**config.mk**
```make
export PLATFORM = sky130hd
export DESIGN_NAME = uart_breath_sensor_measurement_control_core
export DESIGN_NICKNAME = d
export VERILOG_FILES = /design/src/rtl/core/ubsmc_pkg.sv /design/src/rtl/core/ubsmc_front.sv /design/src/rtl/core/ubsmc_queue.sv /design/src/rtl/core/ubsmc_back.sv /design/src/rtl/core/uart_breath_sensor_measurement_control_core.sv
export SDC_FILE = /design/constraint.sdc
export NUM_CORES = 1
export LEC_CHECK = 0
export ABC_AREA = 0
export BUFFER_PORTS_ARGS = -buffer_cell sky130_fd_sc_hd__buf_4
export CAP_MARGIN = 20
export CORE_UTILIZATION = 57
export CTS_BUF_LIST = sky130_fd_sc_hd__clkbuf_8
export CTS_CLUSTER_DIAMETER = 150
export DETAILED_ROUTE_END_ITERATION = 8
export PLACE_DENSITY = 0.79
export REMOVE_ABC_BUFFERS = 1
export SETUP_SLACK_MARGIN = 0.4
export SYNTH_ARGS = -nofsm -noshare
export SYNTH_HDL_FRONTEND = slang
export SYNTH_HIERARCHICAL = 1
export SYNTH_SLANG_ARGS = --single-unit
export TNS_END_PERCENT = 100
```
**constraint.sdc**
```tcl
create_clock -name clk_i -period 3.41 [get_ports clk_i]
set_input_delay 0 -clock clk_i [delete_from_list [all_inputs] [get_ports clk_i]]
set_output_delay 0 -clock clk_i [all_outputs]
set_load 0.01 [all_outputs]
```
**src/rtl/core/ubsmc_pkg.sv**
```systemverilog
`timescale 1ns / 1ps

package ubsmc_pkg;

  localparam int unsigned PollWidth    = 16;
  localparam int unsigned TimeoutWidth = 20;
  localparam int unsigned ReadWidth    = 16;
  localparam int unsigned CfgDataWidth = 20;
  localparam int unsigned InTdataWidth = 16;
  localparam int unsigned OutTdataWidth = 32;
  localparam int unsigned QueueDepth   = 2;

  localparam logic [PollWidth-1:0]    PollReset    = 16'd500;
  localparam logic [TimeoutWidth-1:0] TimeoutReset = 20'd45000;
  localparam logic [PollWidth-1:0]    PollMax      = 16'hFFFF;
  localparam logic [TimeoutWidth-1:0] TimeoutMax   = 20'hFFFFF;

  localparam logic [7:0] SyncByte      = 8'hFF;
  localparam logic [7:0] PktStatus     = 8'h85;
  localparam logic [7:0] PktResult     = 8'h86;
  localparam logic [7:0] SensIdle      = 8'h31;
  localparam logic [7:0] SensWarming   = 8'h32;
  localparam logic [7:0] SensReady     = 8'h33;
  localparam logic [7:0] SensBlowing   = 8'h34;
  localparam logic [7:0] SensWeak      = 8'h35;
  localparam logic [7:0] SensAnalyzing = 8'h36;
  localparam logic [7:0] SensFinal     = 8'h37;

  localparam logic [3:0] FrameHunt = 4'd0;
  localparam logic [3:0] FrameBody = 4'd7;
  localparam logic [3:0] FrameSum  = 4'd8;

  typedef enum logic [1:0] {
    ACT_TICK  = 2'd0,
    ACT_BYTE  = 2'd1,
    ACT_START = 2'd2,
    ACT_NOP   = 2'd3
  } action_e;

  typedef enum logic [0:0] {
    CFG_POLL    = 1'b0,
    CFG_TIMEOUT = 1'b1
  } cfg_idx_e;

  typedef enum logic [3:0] {
    ST_IDLE      = 4'd0,
    ST_WARMING   = 4'd1,
    ST_READY     = 4'd2,
    ST_BLOWING   = 4'd3,
    ST_WEAK      = 4'd4,
    ST_ANALYZING = 4'd5,
    ST_DONE      = 4'd6,
    ST_TIMEOUT   = 4'd7,
    ST_ERROR     = 4'd8
  } status_e;

  typedef enum logic [2:0] {
    CMD_NONE   = 3'd0,
    CMD_QUERY  = 3'd1,
    CMD_RESULT = 3'd2,
    CMD_START  = 3'd3,
    CMD_IDLE   = 3'd4
  } cmd_e;

  typedef struct packed {
    action_e    op;
    logic       is_sync;
    logic [7:0] data;
  } item_t;

  typedef struct packed {
    cmd_e           cmd;
    logic [ReadWidth-1:0] reading;
    logic           finished;
    logic           measuring;
    status_e        status;
  } result_t;

endpackage

```
**src/rtl/core/ubsmc_front.sv**
```systemverilog
`timescale 1ns / 1ps

module ubsmc_front (
  input  logic                                clk_i,
  input  logic                                rst_ni,
  input  logic                                s_tvalid,
  output logic                                s_tready,
  input  logic [ubsmc_pkg::InTdataWidth-1:0]  s_tdata,   // action[1:0], rx_byte[9:2]
  output logic                                push_o,
  output ubsmc_pkg::item_t                    item_o,
  input  logic                                room_i
);
  import ubsmc_pkg::*;

  logic  valid_q, valid_d;
  item_t item_q, item_d;
  logic  take;

  assign s_tready = !valid_q || room_i;
  assign take     = s_tvalid && s_tready;

  always_comb begin
    item_d         = item_q;
    item_d.op      = action_e'(s_tdata[1:0]);
    item_d.data    = s_tdata[9:2];
    item_d.is_sync = (s_tdata[9:2] == SyncByte);
  end

  always_comb begin
    valid_d = valid_q;
    if (take) begin
      valid_d = 1'b1;
    end else if (room_i) begin
      valid_d = 1'b0;
    end
  end

  always_ff @(posedge clk_i or negedge rst_ni) begin
    if (!rst_ni) begin
      valid_q <= 1'b0;
    end else begin
      valid_q <= valid_d;
    end
  end

  always_ff @(posedge clk_i) begin
    if (take) begin
      item_q <= item_d;
    end
  end

  assign push_o = valid_q && room_i;
  assign item_o = item_q;

endmodule

```
**src/rtl/core/ubsmc_queue.sv**
```systemverilog
`timescale 1ns / 1ps

module ubsmc_queue (
  input  logic             clk_i,
  input  logic             rst_ni,
  input  logic             push_i,
  input  ubsmc_pkg::item_t item_i,
  output logic             room_o,
  input  logic             pop_i,
  output logic             avail_o,
  output ubsmc_pkg::item_t item_o
);
  import ubsmc_pkg::*;

  localparam int unsigned PtrWidth = $clog2(QueueDepth);
  localparam int unsigned CntWidth = $clog2(QueueDepth + 1);

  item_t               mem_q [QueueDepth];
  logic [PtrWidth-1:0] wr_q, wr_d, rd_q, rd_d;
  logic [CntWidth-1:0] cnt_q, cnt_d;
  logic                do_push, do_pop;

  assign room_o  = (cnt_q != CntWidth'(QueueDepth));
  assign avail_o = (cnt_q != '0);
  assign do_push = push_i && room_o;
  assign do_pop  = pop_i && avail_o;
  assign item_o  = mem_q[rd_q];

  always_comb begin
    wr_d  = do_push ? PtrWidth'((32'(wr_q) + 1) % QueueDepth) : wr_q;
    rd_d  = do_pop ? PtrWidth'((32'(rd_q) + 1) % QueueDepth) : rd_q;
    cnt_d = cnt_q;
    if (do_push && !do_pop) begin
      cnt_d = cnt_q + 1'b1;
    end else if (!do_push && do_pop) begin
      cnt_d = cnt_q - 1'b1;
    end
  end

  always_ff @(posedge clk_i or negedge rst_ni) begin
    if (!rst_ni) begin
      wr_q  <= '0;
      rd_q  <= '0;
      cnt_q <= '0;
    end else begin
      wr_q  <= wr_d;
      rd_q  <= rd_d;
      cnt_q <= cnt_d;
    end
  end

  always_ff @(posedge clk_i) begin
    if (do_push) begin
      mem_q[wr_q] <= item_i;
    end
  end

  a_cnt_range: assert property (@(posedge clk_i) disable iff (!rst_ni)
    cnt_q <= CntWidth'(QueueDepth)) else $error("queue count out of range");
  a_cnt_step: assert property (@(posedge clk_i) disable iff (!rst_ni)
    (do_push && !do_pop) |=> (cnt_q == $past(cnt_q) + 1'b1))
    else $error("queue count did not advance");
  a_ptr_gap: assert property (@(posedge clk_i) disable iff (!rst_ni)
    (cnt_q == '0) |-> (wr_q == rd_q)) else $error("pointers apart on empty queue");

endmodule

```
**src/rtl/core/ubsmc_back.sv**
```systemverilog
`timescale 1ns / 1ps

module ubsmc_back (
  input  logic                                 clk_i,
  input  logic                                 rst_ni,
  input  logic                                 avail_i,
  input  ubsmc_pkg::item_t                     item_i,
  output logic                                 pop_o,
  input  logic                                 cfg_valid,
  input  ubsmc_pkg::cfg_idx_e                  cfg_index,
  input  logic [ubsmc_pkg::CfgDataWidth-1:0]   cfg_data,
  output logic                                 m_tvalid,
  input  logic                                 m_tready,
  output ubsmc_pkg::result_t                   result_o
);
  import ubsmc_pkg::*;

  logic [PollWidth-1:0]    poll_q;
  logic [TimeoutWidth-1:0] tmo_q;

  status_e                 status_q, status_d;
  logic                    run_q, run_d;
  logic                    fin_q, fin_d;
  logic [ReadWidth-1:0]    read_q, read_d;
  logic [TimeoutWidth-1:0] elap_q, elap_d;
  logic [PollWidth-1:0]    tsp_q, tsp_d;
  logic [3:0]              fpos_q, fpos_d;
  logic [7:0]              sum_q, sum_d;
  logic [7:0]              ptype_q, pb1_q, pb2_q;
  logic                    wr_type, wr_b1, wr_b2;
  cmd_e                    cmd_d;

  logic                    out_valid_q;
  result_t                 out_q;

  logic [TimeoutWidth-1:0] elap_inc;
  logic [PollWidth-1:0]    tsp_inc;

  assign pop_o    = avail_i && (!out_valid_q || m_tready);
  assign elap_inc = (elap_q == TimeoutMax) ? elap_q : elap_q + 1'b1;
  assign tsp_inc  = (tsp_q == PollMax) ? tsp_q : tsp_q + 1'b1;

  always_comb begin
    status_d = status_q;
    run_d    = run_q;
    fin_d    = fin_q;
    read_d   = read_q;
    elap_d   = elap_q;
    tsp_d    = tsp_q;
    fpos_d   = fpos_q;
    sum_d    = sum_q;
    cmd_d    = CMD_NONE;
    wr_type  = 1'b0;
    wr_b1    = 1'b0;
    wr_b2    = 1'b0;
    unique case (item_i.op)
      ACT_TICK: begin
        if (run_q) begin
          elap_d = elap_inc;
          if (elap_inc > tmo_q) begin
            status_d = ST_TIMEOUT;
            run_d    = 1'b0;
            fin_d    = 1'b1;
            cmd_d    = CMD_IDLE;
          end else if (tsp_inc >= poll_q) begin
            tsp_d = '0;
            cmd_d = CMD_QUERY;
          end else begin
            tsp_d = tsp_inc;
          end
        end
      end
      ACT_BYTE: begin
        if (run_q) begin
          if (fpos_q == FrameHunt) begin
            if (item_i.is_sync) begin
              fpos_d = 4'd1;
              sum_d  = '0;
            end
          end else if (fpos_q <= FrameBody) begin
            fpos_d  = fpos_q + 1'b1;
            sum_d   = sum_q + item_i.data;
            wr_type = (fpos_q == 4'd1);
            wr_b1   = (fpos_q == 4'd2);
            wr_b2   = (fpos_q == 4'd3);
          end else begin
            fpos_d = FrameHunt;
            if (8'(sum_q + item_i.data) == 8'd0) begin
              if (ptype_q == PktStatus) begin
                case (pb1_q)
                  SensIdle:      status_d = ST_IDLE;
                  SensWarming:   status_d = ST_WARMING;
                  SensReady:     status_d = ST_READY;
                  SensBlowing:   status_d = ST_BLOWING;
                  SensWeak:      status_d = ST_WEAK;
                  SensAnalyzing: status_d = ST_ANALYZING;
                  SensFinal: begin
                    status_d = ST_ANALYZING;
                    cmd_d    = CMD_RESULT;
                  end
                  default:       status_d = ST_ERROR;
                endcase
              end else if (ptype_q == PktResult) begin
                read_d   = {pb1_q, pb2_q};
                status_d = ST_DONE;
                run_d    = 1'b0;
                fin_d    = 1'b1;
                cmd_d    = CMD_IDLE;
              end
            end
          end
        end
      end
      ACT_START: begin
        read_d   = '0;
        elap_d   = '0;
        tsp_d    = PollMax;
        fpos_d   = FrameHunt;
        status_d = ST_WARMING;
        run_d    = 1'b1;
        fin_d    = 1'b0;
        cmd_d    = CMD_START;
      end
      default: begin
      end
    endcase
  end

  always_ff @(posedge clk_i or negedge rst_ni) begin
    if (!rst_ni) begin
      poll_q      <= PollReset;
      tmo_q       <= TimeoutReset;
      status_q    <= ST_IDLE;
      run_q       <= 1'b0;
      fin_q       <= 1'b1;
      read_q      <= '0;
      elap_q      <= '0;
      tsp_q       <= '0;
      fpos_q      <= FrameHunt;
      sum_q       <= '0;
      out_valid_q <= 1'b0;
    end else begin
      if (cfg_valid) begin
        unique case (cfg_index)
          CFG_POLL:    poll_q <= cfg_data[PollWidth-1:0];
          CFG_TIMEOUT: tmo_q  <= cfg_data[TimeoutWidth-1:0];
          default: begin
          end
        endcase
      end
      if (pop_o) begin
        status_q    <= status_d;
        run_q       <= run_d;
        fin_q       <= fin_d;
        read_q      <= read_d;
        elap_q      <= elap_d;
        tsp_q       <= tsp_d;
        fpos_q      <= fpos_d;
        sum_q       <= sum_d;
        out_valid_q <= 1'b1;
      end else if (m_tready) begin
        out_valid_q <= 1'b0;
      end
    end
  end

  always_ff @(posedge clk_i) begin
    if (pop_o) begin
      out_q.status    <= status_d;
      out_q.measuring <= run_d;
      out_q.finished  <= fin_d;
      out_q.reading   <= read_d;
      out_q.cmd       <= cmd_d;
      if (wr_type) begin
        ptype_q <= item_i.data;
      end
      if (wr_b1) begin
        pb1_q <= item_i.data;
      end
      if (wr_b2) begin
        pb2_q <= item_i.data;
      end
    end
  end

  assign m_tvalid = out_valid_q;
  assign result_o = out_q;

  a_run_fin: assert property (@(posedge clk_i) disable iff (!rst_ni)
    !(run_q && fin_q)) else $error("running and finished both set");
  a_frame_range: assert property (@(posedge clk_i) disable iff (!rst_ni)
    fpos_q <= FrameSum) else $error("frame position out of range");
  a_start_runs: assert property (@(posedge clk_i) disable iff (!rst_ni)
    (pop_o && item_i.op == ACT_START) |=> (run_q && out_q.cmd == CMD_START))
    else $error("start did not begin a measurement");
  a_idle_stops: assert property (@(posedge clk_i) disable iff (!rst_ni)
    (pop_o && cmd_d == CMD_IDLE) |=> (!run_q && fin_q))
    else $error("idle command while still running");

endmodule

```
**src/rtl/core/uart_breath_sensor_measurement_control_core.sv**
```systemverilog
`timescale 1ns / 1ps
// A result is registered in turn by the front-end holding register, the queue and the back-end
// output register. Throughput: one item per cycle while m_axis_tready does not hold the output;
// each item is retired by one update of the measurement state in the back end.
// Reset (rst_ni low, asynchronous): idle status, finished set, counters and reading
// cleared, framer hunting for sync, registers back to 500 and 45000 ticks.
module uart_breath_sensor_measurement_control_core (
  input  logic                                  clk_i,
  input  logic                                  rst_ni,
  input  logic                                  s_axis_tvalid,
  output logic                                  s_axis_tready,
  input  logic [ubsmc_pkg::InTdataWidth-1:0]    s_axis_tdata,   // action[1:0], rx_byte[9:2]
  output logic                                  m_axis_tvalid,
  input  logic                                  m_axis_tready,
  output logic [ubsmc_pkg::OutTdataWidth-1:0]   m_axis_tdata,   // status[3:0], measuring[4],
                                                                // finished[5], reading[21:6],
                                                                // send_command[24:22]
  input  logic                                  cfg_valid,
  output logic                                  cfg_ready,
  input  logic                                  cfg_index,
  input  logic [ubsmc_pkg::CfgDataWidth-1:0]    cfg_data
);
  import ubsmc_pkg::*;

  item_t   fq_item, qb_item;
  logic    fq_push, fq_room, qb_avail, qb_pop;
  result_t result;

  assign cfg_ready = 1'b1;

  ubsmc_front u_front (
    .clk_i    (clk_i),
    .rst_ni   (rst_ni),
    .s_tvalid (s_axis_tvalid),
    .s_tready (s_axis_tready),
    .s_tdata  (s_axis_tdata),
    .push_o   (fq_push),
    .item_o   (fq_item),
    .room_i   (fq_room)
  );

  ubsmc_queue u_queue (
    .clk_i   (clk_i),
    .rst_ni  (rst_ni),
    .push_i  (fq_push),
    .item_i  (fq_item),
    .room_o  (fq_room),
    .pop_i   (qb_pop),
    .avail_o (qb_avail),
    .item_o  (qb_item)
  );

  ubsmc_back u_back (
    .clk_i     (clk_i),
    .rst_ni    (rst_ni),
    .avail_i   (qb_avail),
    .item_i    (qb_item),
    .pop_o     (qb_pop),
    .cfg_valid (cfg_valid),
    .cfg_index (cfg_idx_e'(cfg_index)),
    .cfg_data  (cfg_data),
    .m_tvalid  (m_axis_tvalid),
    .m_tready  (m_axis_tready),
    .result_o  (result)
  );

  assign m_axis_tdata = {7'd0, result.cmd, result.reading, result.finished,
                         result.measuring, result.status};

endmodule
```
==> qor.txt, run 1 <==
# port buffers -> 62
commonest non-fill, non-tap cell in the layout -> buf_4
Peak VDD IR -> 0.403 mV
Final Hold Viols -> 0
CP max stage delay -> 0.52 ns
DR DRC count -> 0
Worst Skew -> 0.0167 ns
Post-synth EDFFs -> 82
clock sink count -> 194
clk buf depth -> 2
Final WS setup -> -0.325 ns
Total GRT Usage -> 28.2%
CP Class -> register to register
Iter 0 DRT Violations -> 876
Inserted Diodes -> 0
Starting Density -> 58.4%
nets@finish -> 1228
ys flop type -> dfrtp_1
CP arrival -> 4.03 ns
clk_lat worst skew -> 0.49 ns
Slew HR -> 39.1%
Finished Cell Area -> 13000 um2
core area -> 17300 um2
# rows -> 48
die area -> 18300 um2
clk slew on worst S/H paths -> 0.11 ns
worst setup path start -> u_back/elap_q[5]$_DFFE_PN0P_
CP Cell Sequence -> and4_1 > and3_4 > nand4_1 > buf_4 > a21oi_4 > buf_4 > xor2_1 > ha_1 > nand4_1 > nor3_2 > a22o_1 > a2111o_1 > and2_4 > buf_4 > o41ai_2
Tmin final -> 3.73 ns
Via-to-Cell Ratio -> 6.00
CP max stage cell -> a2111o_1
total power draw -> 9710 uW
first-pass GRT wire length -> 40000 um
I/O pin cnt -> 77
layout cells sized above 1 -> 31.8%
Power Dens Cells -> 748 nW/um2
Die Span Y -> 135 um
final setup violation count -> 30
CP Launch Type -> register
min-delay worst type -> input port to register
MaxCap Viol Count -> 0
Post-Syn Area -> 10100 um2
Die Width -> 135 um
CTS Root Cell -> clkbuf_8
WL/cell -> 18.2 um
detailed placement HPWL -> 16100 um
Synth Warn # -> 6
CTS tree -> built
Syn Inst Count -> 924
fmax -> 0.268 GHz
Final Wtd Congestion -> 0.905
initial antenna violation count -> 0
Post-DP Area -> 11400 um2
failing checks -> negative setup slack
CTS Buf Count -> 17
leakage -> 0.00559 uW
most frequent cells in the layout -> buf_4, dfrtp_1, nand2_1
cell family with most CP delay -> compound AO/OA/AOI/OAI gates
CP endpoint kind -> register
Final Max Slew Viols -> 0
status -> finished with violations
#FFs+latches synth -> 194
post-synthesis sequential area ratio -> 52.3%
worst r2r src -> u_back/elap_q[5]$_DFFE_PN0P_
Post-Route WL -> 24900 um
Post-Syn Area per Cell -> 10.9 um2
Critical Path Most Common Cell -> buf_4
htree depth -> 4
vias in the first global route -> 8191
WP buf/inv -> 3
CP Max Fanout -> 7
grt total ovfl -> 0
Worst Tran Pin Value -> 0.911 ns
synthesis-to-layout area growth -> 28.5%
final worst path period share -> 110%
Req. time, crit path -> 3.70 ns
Vias -> 8210
Final ANT Viol Nets -> 0
RSZ-0062 raised after global routing -> yes
post-synthesis cell type count -> 69
TritonRoute pass-1 iters -> 5
Async SR Flop Fraction -> 57.7%
HP Start -> cfg_index
largest net degree at the start of global routing -> 56
==> where the power goes <==
group | switching [uW] | leakage, uW | internal (uW)
Clock | 939 | 0.000200 | 564
Combinational | 2680 | 0.00321 | 2140
Sequential | 326 | 0.00218 | 3060
==> synth_stat cells (4+ instances only) <==
library cell / instances / area [um2]
nand2_1: 98 / 368
dfrtp_1: 96 / 2400
edfxtp_1: 82 / 2460
inv_1: 65 / 244
ha_1: 54 / 676
o21ai_0: 49 / 245
nor2_1: 47 / 176
a22o_1: 45 / 394
a21oi_1: 44 / 220
mux2_2: 39 / 439
nand4_1: 32 / 200
clkbuf_1: 25 / 93.8
nand3_1: 21 / 105
xnor2_1: 20 / 175
dfstp_2: 16 / 420
o31ai_1: 14 / 105
nand2b_1: 13 / 81.3
a21o_1: 12 / 90.1
buf_4: 10 / 75.1
and3_1: 9 / 56.3
a31oi_1: 8 / 50.1
and2_1: 8 / 50.1
xor2_1: 8 / 70.1
nor3_1: 7 / 35.0
nor4_1: 7 / 43.8
o211ai_1: 6 / 45.0
o221ai_1: 6 / 52.6
o22ai_1: 6 / 37.5
buf_2: 5 / 25.0
nor2b_1: 5 / 31.3
a211oi_1: 4 / 30.0
a32oi_1: 4 / 35.0
==> through the flow <==
step | hold slack (ns) | setup TNS (ns) | util, % | setup slack (ns) | cells
CTS | 0.0000330 | -0.426 | 74.1 | -0.0420 | 1360
floorplan | -0.296 | -14.15 | - | -0.699 | 888
detailed placement | 0.102 | -6.27 | 66.0 | -0.266 | 1271
global route | 0.0593 | -10.73 | 75.1 | -0.432 | 1369
finish | 0.0428 | -7.63 | 75.1 | -0.325 | 1369
global placement | 0.0983 | -2.34 | 66.0 | -0.131 | 1271
==> path summary, 6_finish.rpt <==
kind / slack, ns / to / cells past startpoint
setup / recovery: -0.32 / u_back/result_o[22]$_DFFE_PP_ / 15
hold / removal: 0.04 / u_back/poll_q[2]$_DFFE_PN1P_ / 3
setup reg to reg: -0.32 / u_back/result_o[22]$_DFFE_PP_ / 15
hold reg to reg: 0.46 / u_queue/mem_q[1][6]$_DFFE_PP_ / 0
max in group asynchronous: 2.38 / u_back/fin_q$_DFFE_PN1P_ / 3
min in group asynchronous: 0.11 / u_back/tmo_q[16]$_DFFE_PN0P_ / 2
==> cells by family (layout without fill, tap and decap cells) <==
family	count (synthesis)	after routing	synth area share, %
AND/OR/NAND/NOR	274	274	13.9
AO/OA/AOI/OAI	223	224	15.4
flip-flops	194	194	52.3
buffers and inverters	107	320	4.55
adder cells (fa/ha/maj)	55	55	6.88
multiplexers	41	41	4.54
XOR/XNOR	28	28	2.43
other	2	8	0.0743
==> cell type report <==
| class | count | area, um2 |
|---|---|---|
| Fill cell | 1120 | 4310 |
| Multi-Input combinational cell | 630 | 4890 |
| Clock inverter | 15 | 179 |
| Inverter | 65 | 244 |
| Tap cell | 225 | 282 |
| Clock buffer | 17 | 234 |
| Timing Repair Buffer | 223 | 1870 |
| Sequential cell | 194 | 5290 |
==> worst register-to-register path, stage by stage, from the launching register on <==
cell and delay [ns]:
dfrtp_1 0.37, and4_1 0.23, and3_4 0.22, nand4_1 0.14
buf_4 0.19, a21oi_4 0.20, buf_4 0.17, xor2_1 0.18
ha_1 0.28, nand4_1 0.16, nor3_2 0.08, a22o_1 0.22
a2111o_1 0.52, and2_4 0.25, buf_4 0.14, o41ai_2 0.23
==> timing repair <==
action                                 4_1_cts  5_1_grt
gates cloned                                 2        0
gates resized for setup                     92       26
pin swaps                                   42       16
endpoints found under the hold margin      113        0
hold buffers                                40        0
buffers inserted                            15        9
setup endpoints to repair                   63       93
==> registers in the layout (all words and copies together), names as in the netlist, 2 cells and up <==
register / count
u_back/result_o: 25
u_back/tsp_q: 16
u_back/poll_q: 16
u_back/tmo_q: 20
u_back/elap_q: 20
u_front/item_o: 11
u_back/fpos_q: 4
u_back/status_q: 4
u_queue/cnt_q: 2
u_back/sum_q: 8
u_back/read_q: 16
u_back/ptype_q: 8
u_back/pb1_q: 8
u_queue/mem_q: 22
u_back/pb2_q: 8
==> layer usage <==
layer	vias up	track usage, %	routed length (um)
li1	3798	-	-
met1	4038	38.3	10800
met2	312	46.0	12100
met3	62	3.70	1400
met4	0	11.1	639
met5	-	0	0
No activity file was read; power rests on OpenSTA's default activity.
==> inputs of run 2 (changes only) <==
--- a/config.mk
+++ b/config.mk
@@ -6,7 +6,7 @@
 export NUM_CORES = 1
 export LEC_CHECK = 0
 export ABC_AREA = 0
-export BUFFER_PORTS_ARGS = -buffer_cell sky130_fd_sc_hd__buf_4
+export BUFFER_PORTS_ARGS = -buffer_cell sky130_fd_sc_hd__buf_2
 export CAP_MARGIN = 20
 export CORE_UTILIZATION = 57
 export CTS_BUF_LIST = sky130_fd_sc_hd__clkbuf_8
==> run 2 against run 1 <==
The flow still finishes with violations (negative setup slack). Maximum frequency increased by 2.1%. Utilization decreased by 0.15 points. Sequential power about the same. Setup slack improved by 0.078 ns. Critical path type unchanged. Die area unchanged. Clock skew decreased by 0.0015 ns. Sequential share of layout area increased by 0.083 points. Clock power increased by 4%. Total power increased by 4.4%. First-iteration DRC count increased by 2.6%. Critical path depth increased by 1.
==> qor.txt, run 2 (synthesis results as in run 1) <==
busiest grt layer -> met2
Iter 0 DRT Violations -> 899 (+2.6%)
RSZ-0062 raised after global routing -> yes
I/O pin cnt -> 77 (unchanged)
clock sink count -> 194 (unchanged)
WL/cell -> 19.1 um (+4.8%)
min-delay worst type -> input port to register
clk slew on worst S/H paths -> 0.10 ns (about the same)
clk_lat worst skew -> 0.49 ns (about the same)
layout cells sized above 1 -> 33.9% (+2.1 points)
first-pass GRT wire length -> 39900 um (-0.19%)
DR DRC count -> 0 (unchanged)
Total GRT Usage -> 28.4% (+0.28 points)
Final ANT Viol Nets -> 0 (unchanged)
Post-Route WL -> 26200 um (+4.8%)
# rows -> 48 (unchanged)
die area -> 18300 um2 (unchanged)
most frequent cells in the layout -> buf_4, dfrtp_1, nand2_1
CTS Root Cell -> clkbuf_8
Starting Density -> 58.4% (unchanged)
CP max stage cell -> a2111o_1
final worst path period share -> 107% (-2.3 points)
worst slack at placement -> -0.272 ns (-0.00522 ns)
commonest non-fill, non-tap cell in the layout -> buf_4
FILL cells -> 1051 (-6.2%)
Final Max Slew Viols -> 0 (unchanged)
nets@finish -> 1228 (unchanged)
Final Wtd Congestion -> 0.913 (+0.92%)
clk buf depth -> 2 (unchanged)
Die Width -> 135 um (unchanged)
CP arrival -> 3.89 ns (-0.14 ns)
max reg flops -> 25 (unchanged)
met3 GRT Util -> 4.75% (+1.0 points)
leakage -> 0.00563 uW (+0.67%)
Slew HR -> 35.2% (-3.9 points)
CP Cell Sequence -> and4_1 > and3_4 > nand4_1 > nor2_2 > and3_4 > and3_4 > nor2_2 > ha_1 > nand4_1 > nor3_1 > a22o_1 > a2111o_1 > and2_4 > buf_4 > nand2_2 > a21oi_2
Worst Tran Pin Value -> 0.968 ns (+0.0579 ns)
CTS tree -> built
initial antenna violation count -> 1 (+1)
MaxCap Viol Count -> 0 (unchanged)
synthesis-to-layout area growth -> 28.2%
CP endpoint kind -> register
largest net degree at the start of global routing -> 60 (+7.1%)
met2 Use GR -> 45.4% (-0.57 points)
worst setup path start -> u_back/elap_q[2]$_DFFE_PN0P_
Vias -> 8357 (+1.8%)
Final Hold Viols -> 0 (unchanged)
HP Start -> cfg_index
# port buffers -> 62 (unchanged)
final setup violation count -> 30 (unchanged)
grt met1 use -> 38.4% (+0.044 points)
CTS Buf Count -> 17 (unchanged)
grt total ovfl -> 0 (unchanged)
Die Span Y -> 135 um (unchanged)
Req. time, crit path -> 3.64 ns (-0.06 ns)
Tmin final -> 3.66 ns (-0.0778 ns)
CP Class -> register to register
vias in the first global route -> 8064 (-1.6%)
worst r2r src -> u_back/elap_q[2]$_DFFE_PN0P_
Via-to-Cell Ratio -> 6.10 (+1.7%)
Critical Path Most Common Cell -> and3_4
detailed placement HPWL -> 15900 um (-1.2%)
Worst Skew -> 0.0152 ns (-0.00148 ns)
htree depth -> 4 (unchanged)
CP Launch Type -> register
status -> finished with violations
CP max stage delay -> 0.40 ns (-0.12 ns)
Peak VDD IR -> 0.464 mV (+15%)
core area -> 17300 um2 (unchanged)
Final WS setup -> -0.247 ns (+0.0778 ns)
CP Max Fanout -> 7 (unchanged)
total power draw -> 10100 uW (+4.4%)
failing checks -> negative setup slack
TritonRoute pass-1 iters -> 6 (+1)
Power Dens Cells -> 783 nW/um2 (+4.7%)
fmax -> 0.273 GHz (+2.1%)
[run 2: cell count changes in the layout (fill, tap and decap cells not counted), sizes merged]
cell         previous run  this run
clkinv                  6         5
bufinv                  0         1
inv                    72        74
clkinvlp                2         0
dlygate4sd3            40        34
diode                   0         1
buf                   183       189
[run 2: power breakdown]
group	leakage, uW	switching (uW)	total (uW)	internal (uW)
logic	0.00324	2890	5200	2310
clock network	0.000212	927	1560	628
registers	0.00218	330	3390	3060
[run 2: cell type report]
class                           count  area (um2)  area share [%]
Sequential cell                   194        5290            40.8
Inverter                           65         244            1.88
Timing Repair Buffer              223        1740            13.4
Clock inverter                     15         181            1.40
Antenna cell                        1        2.50          0.0193
Clock buffer                       17         234            1.80
Tap cell                          225         282            2.17
Multi-Input combinational cell    630        5000            38.5
[run 2: worst max-delay path, delay by kind of cell (launching register included)]
kind | cells | cell delay (ns)
buffers and inverters | 1 | 0.14
adders and majority gates | 1 | 0.32
DFF | 1 | 0.37
and+or+nand+nor | 11 | 1.90
AOI/OAI and AO/OA | 3 | 0.69
[run 2: path summary, 6_finish.rpt]
| check | endpoint | slack, ns | depth (start not counted) |
|---|---|---|---|
| max | u_back/result_o[24]$_DFFE_PP_ | -0.25 | 16 |
| min | u_back/poll_q[6]$_DFFE_PN1P_ | 0.03 | 5 |
| max reg2reg | u_back/result_o[24]$_DFFE_PP_ | -0.25 | 16 |
| min reg2reg | u_queue/mem_q[1][6]$_DFFE_PP_ | 0.46 | 0 |
| max in group asynchronous | u_back/tmo_q[3]$_DFFE_PN1P_ | 2.28 | 3 |
| min in group asynchronous | u_back/tmo_q[16]$_DFFE_PN0P_ | 0.16 | 2 |
[run 2: through the flow]
stage	instances	area (um2)	hold slack [ns]	utilization [%]	TNS (ns)
after floorplan	888	9910	-0.296	-	-14.15
after global placement	1268	11200	0.134	64.9	-1.61
after detailed placement	1268	11200	0.139	64.9	-6.73
after CTS	1359	12700	0.00590	73.2	-0.252
after global routing	1370	13000	0.0588	74.9	-9.70
final	1370	13000	0.0292	74.9	-5.91
[run 2: per-layer routing]
metal,up-vias,share of wire (%)
met5,-,0
met4,0,3.6
met3,96,7.8
met2,448,48
met1,4026,41
li1,3787,-
[run 2: what timing repair did]
action,in CTS,in global routing
setup buffers,22,10
endpoints found under the setup margin,63,107
resized for setup,99,50
pin swaps,63,25
cloned,3,0
hold buffers,34,0
hold endpoints to repair,104,0
